==> src/sv/gwf_pkg.sv <==
`timescale 1ns / 1ps
`default_nettype none

package gwf_pkg;

    // Fixed field widths of the ports
    localparam int ACT_W      = 2;
    localparam int COORD_W    = 4;
    localparam int HEAD_W     = 2;
    localparam int STAT_W     = 3;
    localparam int CFG_IDX_W  = 2;
    localparam int CFG_DATA_W = 4;

    typedef enum logic [ACT_W-1:0] {
        ACT_LOAD    = 2'd0,
        ACT_RESTART = 2'd1,
        ACT_STEP    = 2'd2
    } t_action;

    typedef enum logic [STAT_W-1:0] {
        ST_WRITTEN = 3'd0,
        ST_READY   = 3'd1,
        ST_MOVED   = 3'd2,
        ST_EXITED  = 3'd3,
        ST_BACK    = 3'd4,
        ST_TRAPPED = 3'd5
    } t_status;

    typedef enum logic [CFG_IDX_W-1:0] {
        CFG_START_ROW  = 2'd0,
        CFG_START_COL  = 2'd1,
        CFG_START_HEAD = 2'd2
    } t_cfg_index;

    typedef enum logic [1:0] {
        S_IDLE,
        S_PROBE,
        S_CHECK,
        S_EMIT
    } t_state;

endpackage

`default_nettype wire

==> src/sv/gwf_map.sv <==
`timescale 1ns / 1ps
`default_nettype none

// Wall bit map: one write port, one registered read port.
// After reset, sweep every entry to wall, one per cycle, and raise busy.
module gwf_map #(
    parameter int DEPTH = 144,
    parameter int AW    = 8
) (
    input  wire logic          i_clk,
    input  wire logic          i_rst_n,
    input  wire logic          i_we,
    input  wire logic [AW-1:0] i_waddr,
    input  wire logic          i_wdata,
    input  wire logic          i_re,
    input  wire logic [AW-1:0] i_raddr,
    output logic               o_rdata,
    output logic               o_busy
);

    localparam logic [AW-1:0] LAST = AW'(DEPTH - 1);

    logic          mem [DEPTH];
    logic          r_busy;
    logic [AW-1:0] r_clr_addr;
    logic          r_rdata;
    logic          w_we;
    logic [AW-1:0] w_waddr;
    logic          w_wdata;

    always_ff @(posedge i_clk) begin
        if (!i_rst_n) begin
            r_busy     <= 1'b1;
            r_clr_addr <= '0;
        end else if (r_busy) begin
            r_clr_addr <= r_clr_addr + 1'b1;
            if (r_clr_addr == LAST) begin
                r_busy <= 1'b0;
            end
        end
    end

    always_comb begin
        w_we    = r_busy | i_we;
        w_waddr = r_busy ? r_clr_addr : i_waddr;
        w_wdata = r_busy ? 1'b1 : i_wdata;
    end

    always_ff @(posedge i_clk) begin
        if (w_we) begin
            mem[w_waddr] <= w_wdata;
        end
        if (i_re) begin
            r_rdata <= mem[i_raddr];
        end
    end

    assign o_rdata = r_rdata;
    assign o_busy  = r_busy;

endmodule

`default_nettype wire

==> src/sv/grid_wall_follower.sv <==
`timescale 1ns / 1ps
`default_nettype none

// Channel     Direction  Handshake                  Word
// ---------   ---------  -------------------------  ------------------------------------
// input       in         i_valid / o_ready          i_action, i_row, i_col, i_wall
// result      out        o_valid / i_ready          o_pos_row, o_pos_col, o_heading_out,
//                                                   o_status
// config      in         i_cfg_valid / o_cfg_ready  i_cfg_index, i_cfg_data
//
// Load and restart words go from accept to the emit state, which fills the result register.
// A step word passes through a probe for each direction tried, plus a map read in the
// check state for each neighbor inside the grid, then the emit state. The single
// neighbor unit and the one read port of the map make it try directions one at a time.
// After reset the map is swept to all walls while o_ready stays low; config writes
// are taken at all times.
// A stalled result holds in the output register; a new word is taken meanwhile and
// waits in the emit state until the register frees up.
module grid_wall_follower #(
    parameter int GRID_SIZE = 12
) (
    input  wire logic                           i_clk,
    input  wire logic                           i_rst_n,
    // input words
    input  wire logic                           i_valid,
    output logic                                o_ready,
    input  wire logic [gwf_pkg::ACT_W-1:0]      i_action,
    input  wire logic [gwf_pkg::COORD_W-1:0]    i_row,
    input  wire logic [gwf_pkg::COORD_W-1:0]    i_col,
    input  wire logic                           i_wall,
    // result words
    output logic                                o_valid,
    input  wire logic                           i_ready,
    output logic [gwf_pkg::COORD_W-1:0]         o_pos_row,
    output logic [gwf_pkg::COORD_W-1:0]         o_pos_col,
    output logic [gwf_pkg::HEAD_W-1:0]          o_heading_out,
    output logic [gwf_pkg::STAT_W-1:0]          o_status,
    // configuration writes
    input  wire logic                           i_cfg_valid,
    output logic                                o_cfg_ready,
    input  wire logic [gwf_pkg::CFG_IDX_W-1:0]  i_cfg_index,
    input  wire logic [gwf_pkg::CFG_DATA_W-1:0] i_cfg_data
);

    // Position width: wide enough for the grid and for any start cell.
    localparam int GW    = $clog2(GRID_SIZE);
    localparam int W     = (GW > gwf_pkg::COORD_W) ? GW : gwf_pkg::COORD_W;
    localparam int DEPTH = GRID_SIZE * GRID_SIZE;
    localparam int AW    = $clog2(DEPTH);
    localparam int MW    = W + GW + 1;
    localparam logic [W:0]    G_V    = (W + 1)'(GRID_SIZE);
    localparam logic [W-1:0]  G_LAST = W'(GRID_SIZE - 1);
    localparam logic [MW-1:0] G_M    = MW'(GRID_SIZE);

    // Walker state
    gwf_pkg::t_state  r_state, n_state;
    logic [W-1:0]     r_row, n_row;
    logic [W-1:0]     r_col, n_col;
    logic [1:0]       r_head, n_head;
    gwf_pkg::t_status r_final, n_final;
    gwf_pkg::t_status r_res, n_res;
    logic [1:0]       r_k, n_k;
    logic [W-1:0]     r_nb_row, n_nb_row;
    logic [W-1:0]     r_nb_col, n_nb_col;

    // Start configuration
    logic [gwf_pkg::COORD_W-1:0] r_start_row;
    logic [gwf_pkg::COORD_W-1:0] r_start_col;
    logic [gwf_pkg::HEAD_W-1:0]  r_start_head;

    // Output register
    logic                        r_out_valid, n_out_valid;
    logic [gwf_pkg::COORD_W-1:0] r_out_row, n_out_row;
    logic [gwf_pkg::COORD_W-1:0] r_out_col, n_out_col;
    logic [gwf_pkg::HEAD_W-1:0]  r_out_head, n_out_head;
    logic [gwf_pkg::STAT_W-1:0]  r_out_status, n_out_status;

    // Neighbor unit and map port
    logic          w_accept;
    logic [1:0]    w_dir;
    logic          w_vert;
    logic          w_dec;
    logic [W-1:0]  w_opnd;
    logic [W-1:0]  w_other;
    logic [W:0]    w_sum;
    logic          w_inb;
    logic [W-1:0]  w_a_row;
    logic [W-1:0]  w_a_col;
    logic [MW-1:0] w_lin;
    logic [AW-1:0] w_addr;
    logic          w_load_ok;
    logic          w_map_we;
    logic          w_map_re;
    logic          w_map_rdata;
    logic          w_map_busy;
    logic          w_edge;

    assign o_cfg_ready = 1'b1;
    assign o_ready     = (r_state == gwf_pkg::S_IDLE) && !w_map_busy;
    assign w_accept    = i_valid && o_ready;

    // Shared neighbor unit: one add/subtract on the coordinate that the
    // current direction moves, plus bounds tests.
    always_comb begin
        w_dir   = r_head + r_k;
        w_vert  = ~w_dir[0];   // down and up move the row
        w_dec   = w_dir[1];    // up and left count down
        w_opnd  = w_vert ? r_row : r_col;
        w_other = w_vert ? r_col : r_row;
        w_sum   = {1'b0, w_opnd} + (w_dec ? {(W + 1){1'b1}} : (W + 1)'(1));
        // Zero minus one wraps to all ones, so one compare covers both directions.
        w_inb   = (w_sum < G_V) && ({1'b0, w_other} < G_V);
    end

    // Map address: load cell when idle, neighbor while probing.
    always_comb begin
        if (r_state == gwf_pkg::S_PROBE) begin
            w_a_row = w_vert ? w_sum[W-1:0] : r_row;
            w_a_col = w_vert ? r_col : w_sum[W-1:0];
        end else begin
            w_a_row = W'(i_row);
            w_a_col = W'(i_col);
        end
        w_lin     = MW'(w_a_row) * G_M + MW'(w_a_col);
        w_addr    = w_lin[AW-1:0];
        w_load_ok = ({1'b0, W'(i_row)} < G_V) && ({1'b0, W'(i_col)} < G_V);
        w_map_we  = w_accept && (i_action == gwf_pkg::ACT_LOAD) && w_load_ok;
        w_map_re  = (r_state == gwf_pkg::S_PROBE) && w_inb;
        w_edge    = (r_nb_row == '0) || (r_nb_col == '0) ||
                    (r_nb_row == G_LAST) || (r_nb_col == G_LAST);
    end

    gwf_map #(
        .DEPTH (DEPTH),
        .AW    (AW)
    ) u_map (
        .i_clk   (i_clk),
        .i_rst_n (i_rst_n),
        .i_we    (w_map_we),
        .i_waddr (w_addr),
        .i_wdata (i_wall),
        .i_re    (w_map_re),
        .i_raddr (w_addr),
        .o_rdata (w_map_rdata),
        .o_busy  (w_map_busy)
    );

    // Sequencer: next state and datapath updates
    always_comb begin
        n_state      = r_state;
        n_row        = r_row;
        n_col        = r_col;
        n_head       = r_head;
        n_final      = r_final;
        n_res        = r_res;
        n_k          = r_k;
        n_nb_row     = r_nb_row;
        n_nb_col     = r_nb_col;
        n_out_valid  = r_out_valid && !i_ready;
        n_out_row    = r_out_row;
        n_out_col    = r_out_col;
        n_out_head   = r_out_head;
        n_out_status = r_out_status;

        unique case (r_state)
            gwf_pkg::S_IDLE: begin
                if (w_accept) begin
                    unique case (i_action)
                        gwf_pkg::ACT_LOAD: begin
                            n_res   = gwf_pkg::ST_WRITTEN;
                            n_state = gwf_pkg::S_EMIT;
                        end
                        gwf_pkg::ACT_RESTART: begin
                            n_row   = W'(r_start_row);
                            n_col   = W'(r_start_col);
                            n_head  = r_start_head;
                            n_final = gwf_pkg::ST_READY;
                            n_res   = gwf_pkg::ST_READY;
                            n_state = gwf_pkg::S_EMIT;
                        end
                        default: begin
                            // Step, and the unused code behaves as a step.
                            if (r_final == gwf_pkg::ST_EXITED ||
                                r_final == gwf_pkg::ST_BACK ||
                                r_final == gwf_pkg::ST_TRAPPED) begin
                                n_res   = r_final;
                                n_state = gwf_pkg::S_EMIT;
                            end else begin
                                n_k     = '0;
                                n_state = gwf_pkg::S_PROBE;
                            end
                        end
                    endcase
                end
            end
            gwf_pkg::S_PROBE: begin
                if (w_inb) begin
                    n_nb_row = w_a_row;
                    n_nb_col = w_a_col;
                    n_state  = gwf_pkg::S_CHECK;
                end else if (r_k == 2'd3) begin
                    n_final = gwf_pkg::ST_TRAPPED;
                    n_res   = gwf_pkg::ST_TRAPPED;
                    n_state = gwf_pkg::S_EMIT;
                end else begin
                    n_k = r_k + 1'b1;
                end
            end
            gwf_pkg::S_CHECK: begin
                if (!w_map_rdata) begin
                    // Open cell: move, turn back one notch.
                    n_row  = r_nb_row;
                    n_col  = r_nb_col;
                    n_head = w_dir - 1'b1;
                    if (r_nb_row == W'(r_start_row) && r_nb_col == W'(r_start_col)) begin
                        n_final = gwf_pkg::ST_BACK;
                    end else if (w_edge) begin
                        n_final = gwf_pkg::ST_EXITED;
                    end else begin
                        n_final = gwf_pkg::ST_MOVED;
                    end
                    n_res   = n_final;
                    n_state = gwf_pkg::S_EMIT;
                end else if (r_k == 2'd3) begin
                    n_final = gwf_pkg::ST_TRAPPED;
                    n_res   = gwf_pkg::ST_TRAPPED;
                    n_state = gwf_pkg::S_EMIT;
                end else begin
                    n_k     = r_k + 1'b1;
                    n_state = gwf_pkg::S_PROBE;
                end
            end
            gwf_pkg::S_EMIT: begin
                // Hold until the output register is free.
                if (!r_out_valid || i_ready) begin
                    n_out_valid  = 1'b1;
                    n_out_row    = r_row[gwf_pkg::COORD_W-1:0];
                    n_out_col    = r_col[gwf_pkg::COORD_W-1:0];
                    n_out_head   = r_head;
                    n_out_status = r_res;
                    n_state      = gwf_pkg::S_IDLE;
                end
            end
            default: begin
                n_state = gwf_pkg::S_IDLE;
            end
        endcase
    end

    always_ff @(posedge i_clk) begin
        if (!i_rst_n) begin
            r_state     <= gwf_pkg::S_IDLE;
            r_row       <= '0;
            r_col       <= '0;
            r_head      <= 2'd1;
            r_final     <= gwf_pkg::ST_READY;
            r_out_valid <= 1'b0;
        end else begin
            r_state     <= n_state;
            r_row       <= n_row;
            r_col       <= n_col;
            r_head      <= n_head;
            r_final     <= n_final;
            r_out_valid <= n_out_valid;
        end
    end

    always_ff @(posedge i_clk) begin
        r_res        <= n_res;
        r_k          <= n_k;
        r_nb_row     <= n_nb_row;
        r_nb_col     <= n_nb_col;
        r_out_row    <= n_out_row;
        r_out_col    <= n_out_col;
        r_out_head   <= n_out_head;
        r_out_status <= n_out_status;
    end

    // Configuration registers; an index past the list is dropped.
    always_ff @(posedge i_clk) begin
        if (!i_rst_n) begin
            r_start_row  <= '0;
            r_start_col  <= '0;
            r_start_head <= 2'd1;
        end else if (i_cfg_valid && o_cfg_ready) begin
            case (i_cfg_index)
                gwf_pkg::CFG_START_ROW:  r_start_row  <= i_cfg_data;
                gwf_pkg::CFG_START_COL:  r_start_col  <= i_cfg_data;
                gwf_pkg::CFG_START_HEAD: r_start_head <= i_cfg_data[gwf_pkg::HEAD_W-1:0];
                default: begin
                end
            endcase
        end
    end

    assign o_valid       = r_out_valid;
    assign o_pos_row     = r_out_row;
    assign o_pos_col     = r_out_col;
    assign o_heading_out = r_out_head;
    assign o_status      = r_out_status;

endmodule

`default_nettype wire

==> config.mk <==
export PLATFORM = sky130hd
export DESIGN_NAME = grid_wall_follower
export DESIGN_NICKNAME = d
export VERILOG_FILES = /design/src/sv/gwf_pkg.sv /design/src/sv/gwf_map.sv /design/src/sv/grid_wall_follower.sv
export SDC_FILE = /design/constraint.sdc
export NUM_CORES = 1
export LEC_CHECK = 0
export BUFFER_PORTS_ARGS = -buffer_cell sky130_fd_sc_hd__buf_2
export CORE_UTILIZATION = 49
export DETAILED_ROUTE_END_ITERATION = 10
export PLACE_DENSITY = 0.65
export RECOVER_POWER = 25
export SLEW_MARGIN = 20
export SYNTH_ARGS = -nofsm -noshare
export SYNTH_HDL_FRONTEND = slang
export SYNTH_SLANG_ARGS = --single-unit
==> constraint.sdc <==
create_clock -name i_clk -period 14.34 [get_ports i_clk]
set_clock_uncertainty 0.15 [all_clocks]
set_input_delay 1.434 -clock i_clk [delete_from_list [all_inputs] [get_ports i_clk]]
set_output_delay 1.434 -clock i_clk [all_outputs]
set_load 0.005 [all_outputs]
==> results of run 1 <==
-- power by group through the flow --
stage	sequential (µW)	clock, µW	combinational, µW
3_5_place_dp	739	0	1230
4_1_cts	726	601	1230
3_3_place_gp	739	0	1210
5_1_grt	731	625	1350
6_report	727	593	1240
2_1_floorplan	725	0	903
-- stage by stage --
step / std cells / power [µW] / hold WS (ps)
after global routing: 1336 / 2700 / 319
after CTS: 1336 / 2560 / 303
final: 1336 / 2560 / 298
after detailed placement: 1293 / 1970 / 290
after floorplan: 1014 / 1630 / 276
after global placement: 1293 / 1950 / 289
-- cells in the mapped netlist, types with 8 or more instances --
cell and count:
a31oi_1 11, xnor2_1 11, nor4_1 8, inv_1 21, edfxtp_1 171, xor2_1 13
a21oi_1 18, mux2i_1 44, nor3_2 12, mux4_2 15, a311oi_1 8, nand3_4 10
dfxtp_1 35, buf_2 15, o21ai_0 24, clkbuf_1 25, nand2b_1 13, nor2_1 162
ha_1 15, nor2b_1 27, o211a_1 10, nor3_1 11, nand2_1 136, and3_1 11
nand3_1 33
-- cells by family (layout without fill, tap and decap cells) --
| group | after synthesis | after routing | share of synthesized area [%] |
|---|---|---|---|
| other | 1 | 1 | 0.0338 |
| buffers and inverters | 81 | 123 | 3.53 |
| adders and majority gates | 18 | 18 | 2.15 |
| DFF | 206 | 206 | 52.6 |
| xor gates and xnor gates | 26 | 26 | 2.25 |
| AOI/OAI and AO/OA | 149 | 149 | 10.7 |
| and+or+nand+nor | 467 | 467 | 21.0 |
| muxes | 66 | 66 | 7.72 |
-- sequential cells by signal, summed over array words and instances, names as in the netlist --
signal            cells
o_valid               1
u_map.o_rdata         1
r_res                 3
r_final               3
r_start_col           4
r_start_row           4
r_k                   2
u_map.mem           144
r_nb_row              4
u_map.r_clr_addr      8
r_col                 4
r_row                 4
r_start_head          2
o_pos_col             4
r_nb_col              4
u_map.o_busy          1
o_heading_out         2
r_head                2
o_status              3
o_pos_row             4
r_state               2
-- path summary, 6_finish.rpt --
path	startpoint	endpoint	slack, ps	depth (start not counted)
setup / recovery	r_k[0]	u_map.o_rdata	7600	18
hold / removal	r_res[1]	o_status[1]	300	0
setup reg to reg	r_k[0]	u_map.o_rdata	7600	18
hold reg to reg	r_res[1]	o_status[1]	300	0
-- per-layer routing --
metal	track usage, %	wire (µm)	share of wire, %
met5	0	0	0
met4	7.02	564	2.1
met3	3.78	1790	6.6
met2	38.3	12900	47
met1	32.4	12000	44
-- worst reg2reg max path, delay by kind of cell (launching register included) --
| kind | cells | cell delay, ps |
|---|---|---|
| AND/OR/NAND/NOR | 2 | 790 |
| XOR/XNOR | 1 | 360 |
| multiplexers | 2 | 460 |
| flip-flops | 1 | 440 |
| buffers and inverters | 4 | 880 |
| AO/OA/AOI/OAI | 5 | 1380 |
| adder cells (fa/ha/maj) | 4 | 2030 |
-- area by class of cell --
| cell class | count | area, µm² | share of cell area (%) |
|---|---|---|---|
| Sequential cell | 206 | 5840 | 47.6 |
| Inverter | 25 | 93.8 | 0.765 |
| Timing Repair Buffer | 55 | 314 | 2.56 |
| Tap cell | 280 | 350 | 2.86 |
| Multi-Input combinational cell | 727 | 4910 | 40.0 |
| Clock buffer | 32 | 652 | 5.32 |
| Clock inverter | 11 | 109 | 0.888 |
-- cells in the final DEF (no fill, tap or decap), types with 18 or more instances in the layout --
cell type and instances:
o21ai_0 24, nand2_1 136, nand3_1 33, nor2b_1 27, edfxtp_1 171, mux2i_1 44, a21oi_1 18, inv_1 21
clkbuf_16 25, dfxtp_1 35, nor2_1 162, buf_2 35
==> results.yml, run 1 <==
synthesis:
  synth_ff_type: "edfxtp_1"
  ys_ff_latch: 206
  synth-async-reset-ratio_pct: 0
  synth_area_leaders: "edfxtp_1 (46%), dfxtp_1 (6.3%), nor2_1 (5.5%)"
  syn_nets: 1053
  synth_area_um2: 11100
  yosys.area.top_type: "edfxtp_1"
  synth_area_per_cell_um2: 10.9
  ys_types: 85
  synth_top_area_share_pct: 46.3
  ys_warn_count: 0
  syn_inst: 1014
  synth_edf_count: 171
  seq_area_frac_synth_pct: 52.6
routing:
  ant_nets: 0
  drc: 8
  wl_per_cell_um: 20.4
  first_pass_iters: 8
  vias: 7991
  drtIter0Drc: 617
  wl_um: 27200
  routed_via_density: 5.98
clocking:
  hold_buffers: 0
  clock_path_buffers: 3
  clk-insertion-delay-late_ps: 520
  cts_inserted_buffers: 24
  cts.sinks: 206
  post_cts_buffers: 0
  clk_pin_slew_ps: 60
  root_buffer: "clkbuf_16"
  htree_levels: 1
  cts_tree: "done"
  ctsResizeCount: 0
global_routing:
  grt_pass1_vias: 7732
  grt.overflow.total: 0
  grt_first_pass_wirelength_um: 42900
  grt_usage_pct: 23.5
  antenna_found_initial: 0
  grt_max_degree: 133
placed_design:
  gp_congestion: 0.839
  dpl_cell_area_um2: 11500
  hpwl_um: 17800
  io_buffers: 36
  place_ws_ps: 7630
flow_run:
  max_cap_viol_count: 1
final_layout:
  nets: 1078
  fin_util_pct: 55.7
  fill_cells: 1973
  fin_area_um2: 12300
  drive_gt1_share_pct: 15.0
  area_growth_pct: 10.4
  antenna_cells: 0
floorplanning:
  initial_utilization_pct: 50.4
  pin_count: 38
  die_height_um: 153
  die_area_um2: 23300
  core_um2: 22000
  die_w_um: 153
  row_count: 54
worst_setup_path:
  slowest_delay_ps: 890
  cp_data_arrival_time_ps: 6850
  cp-end-kind: "register"
  crit_chain: "ha_1 -> mux2_2 -> inv_1 -> fa_1 -> xnor2_1 -> mux2i_1 -> a21oi_1 -> ha_1 -> inv_1 -> fa_1 -> buf_4 -> clkinv_1 -> nor2_1 -> a31oi_1 -> a2111oi_0 -> nor4_1 -> a211o_1 -> a31o_1"
  path_delay_family: "adder cells"
  crit_buf_inv: 4
  critPathRequiredTime_ps: 14450
  cp_max_fo: 30
  critPathLaunchType: "register"
  cpMaxStageDelayCell: "ha_1"
  critical_path_class: "reg2reg"
pwr:
  p_sw_uw: 1060
  seq_power_share_pct: 28.4
  combPwrFrac_pct: 48.5
  clock_power_share_pct: 23.1
  ir_drop_uv: 112
  p_leak_uw: 0.00422
  sw_frac_of_total_pct: 41.3
  p_per_area_nw_per_um2: 209
  p_int_uw: 1500
timing:
  fin_ws_ps: 7600
  setup-tns-final_ps: 0
  setup_viol: 0
  slew_violations: 133
  min_period_over_period_pct: 47.0
  worst_slew_pin_slew_ps: 4910
  finalCriticalPeriod_ps: 6740
  hold_violations: 0
  max_freq_mhz: 148
  slew_headroom_pct: -227
  rsz0062_at_grt: "no"
status:
  violations: "design-rule violations, max-capacitance violations, max-slew violations"
  status: "complete, but fails checks"
hold_path:
  hp-class: "reg2reg"
No activity file was read; power rests on OpenSTA's default activity.
==> run 2, diff against run 1 <==
--- a/config.mk
+++ b/config.mk
@@ -8,7 +8,7 @@
 export BUFFER_PORTS_ARGS = -buffer_cell sky130_fd_sc_hd__buf_2
 export CORE_UTILIZATION = 49
 export DETAILED_ROUTE_END_ITERATION = 10
-export PLACE_DENSITY = 0.65
+export PLACE_DENSITY = 0.68
 export RECOVER_POWER = 25
 export SLEW_MARGIN = 20
 export SYNTH_ARGS = -nofsm -noshare
==> constraint.sdc (replaced) <==
create_clock -name i_clk -period 6 [get_ports i_clk]
set_clock_uncertainty 0.15 [all_clocks]
set_input_delay 0.6 -clock i_clk [delete_from_list [all_inputs] [get_ports i_clk]]
set_output_delay 0.6 -clock i_clk [all_outputs]
set_load 0.005 [all_outputs]
==> run 2 against run 1 <==
Sequential power is 140% higher. Clock power grew 130%. Final cell count is 0.75% higher. The run still ends with design-rule violations, max-capacitance violations, max-slew violations left. Register-to-register slack lost 7300 ps. Clock-buffer cell count is the same. Critical path depth decreased by 3. Die area unchanged. Final area grew 0.37%.
==> results.yml, run 2 (synthesized netlist as in run 1, its figures left out) <==
hold_path:
  hp-class: "in2reg"
  hp-start: "i_cfg_data[0]"
final_layout:
  top_register: "u_map.mem"
  layout_common_cells: "edfxtp_1 (171), nor2_1 (161), nand2_1 (135)"
  top_regs: "u_map.mem: 144 flops, u_map.r_clr_addr: 8 flops"
  final_common_cell: "edfxtp_1"
  area_growth_pct: 10.9
  drive_gt1_share_pct: 15.9
  fill_cells: 1907
  antenna_cells: 0
  nets: 1090
  largest_reg_flops: 144
worst_setup_path:
  crit_buf_inv: 1
  critPathRequiredTime_ps: 6070
  crit_chain: "ha_1 -> mux2_2 -> inv_1 -> fa_1 -> xnor2_1 -> a211o_1 -> xor2_1 -> ha_1 -> a2111oi_1 -> nor3_1 -> nor4b_1 -> xor3_1 -> mux2_2 -> or2_2 -> nor2_1"
  cp_max_fo: 17
  r2r-start: "r_k[0]"
  cpMaxStageDelayCell: "or2_2"
  path_delay_family: "simple AND/OR/NAND/NOR gates"
  cp_data_arrival_time_ps: 5730
  cp-startpoint: "r_k[0]"
  critical_path_class: "reg2reg"
  cp-end-kind: "register"
  critPathLaunchType: "register"
  slowest_delay_ps: 510
placed_design:
  gp_congestion: 0.895
  io_buffers: 36
  hpwl_um: 18200
pwr:
  sw_frac_of_total_pct: 41.8
  combPwrFrac_pct: 50.1
  p_leak_uw: 0.00425
  p_sw_uw: 2580
  p_int_uw: 3590
  clock_power_share_pct: 21.7
  seq_power_share_pct: 28.2
  ir_drop_uv: 457
  p_per_area_nw_per_um2: 501
global_routing:
  grt_max_degree: 125
  grt_usage_pct: 23.6
  grt.overflow.total: 0
  grt_pass1_vias: 7797
  antenna_found_initial: 1
  grt_first_pass_wirelength_um: 42900
floorplanning:
  die_w_um: 153
  pin_count: 38
  core_um2: 22000
  initial_utilization_pct: 50.4
  die_area_um2: 23300
  die_height_um: 153
  row_count: 54
clocking:
  cts_tree: "done"
  root_buffer: "clkbuf_16"
  cts_inserted_buffers: 23
  htree_levels: 1
  clk-insertion-delay-late_ps: 520
  clk_pin_slew_ps: 60
  clock_path_buffers: 3
  cts.sinks: 206
timing:
  setup-tns-final_ps: 0
  finalCriticalPeriod_ps: 5660
  hold_slack_ps: 198
  min_period_over_period_pct: 94.3
  slew_violations: 156
  worst_slew_pin_slew_ps: 2200
  setup_viol: 0
  max_freq_mhz: 177
  hold_violations: 0
  slew_headroom_pct: -46.7
  rsz0062_at_grt: "no"
routing:
  drc: 3
  vias: 7978
  routed_via_density: 5.93
  ant_nets: 0
  drtIter0Drc: 729
  wl_per_cell_um: 20.1
  wl_um: 27100
  first_pass_iters: 10
status:
  status: "complete, but fails checks"
  violations: "design-rule violations, max-capacitance violations, max-slew violations"
flow_run:
  max_cap_viol_count: 2
## run 2: final timing paths
path / end / slack, ps / cells past startpoint
worst max-delay path: u_map.mem[78] / 340 / 15
worst min-delay path: r_start_head[0] / 200 / 3
worst max register to register: u_map.mem[78] / 340 / 15
worst min register to register: o_status[0] / 310 / 0
## run 2: worst register-to-register path: stages, from the launching register on
cell,delay (ps)
edfxtp_1,440
ha_1,430
mux2_2,290
inv_1,60
fa_1,450
xnor2_1,220
a211o_1,360
xor2_1,170
ha_1,290
a2111oi_1,380
nor3_1,140
nor4b_1,380
xor3_1,440
mux2_2,470
or2_2,520
nor2_1,190
## run 2: stage by stage
step | worst slack [ps] | util [%] | cell area [µm²] | power (µW) | instances
6_report | 342 | 55.9 | 12300 | 6170 | 1346
5_1_grt | 28.7 | 55.9 | 12300 | 6520 | 1346
4_1_cts | 302 | 55.9 | 12300 | 6160 | 1346
3_5_place_dp | 312 | 52.7 | 11600 | 4810 | 1306
3_3_place_gp | 453 | 52.7 | 11600 | 4780 | 1306
2_1_floorplan | 209 | - | 11100 | 3890 | 1014
## run 2: layer usage
| layer | track usage [%] | part of all wire, % |
|---|---|---|
| met2 | 39.1 | 48 |
| met4 | 9.48 | 3.6 |
| met1 | 31.1 | 42 |
| met3 | 3.84 | 6.8 |
| met5 | 0 | 0 |
## run 2: cell type report
cell class                 instances  area (µm²)  share of cell area (%)
clock buffer                      32         631                    5.12
multi-input combinational        727        4910                    39.9
tap                              280         350                    2.85
timing repair buffer              68         414                    3.37
inverter                          25        93.8                   0.763
clock inverter                     8        70.1                   0.569
sequential                       206        5840                    47.4
## run 2: power groups by stage
stage	clock [µW]	combinational, µW	sequential, µW
CTS	1360	3060	1730
floorplan	0	2160	1730
detailed placement	0	3040	1770
global route	1410	3360	1750
global placement	0	3020	1760
finish	1340	3090	1740
## run 2: what timing repair did
| action | 4_1_cts | 5_1_grt |
|---|---|---|
| setup endpoints to repair | 0 | 25 |
| hold buffers | 0 | 0 |
| setup buffers | 0 | 0 |
| gates resized for setup | 0 | 2 |
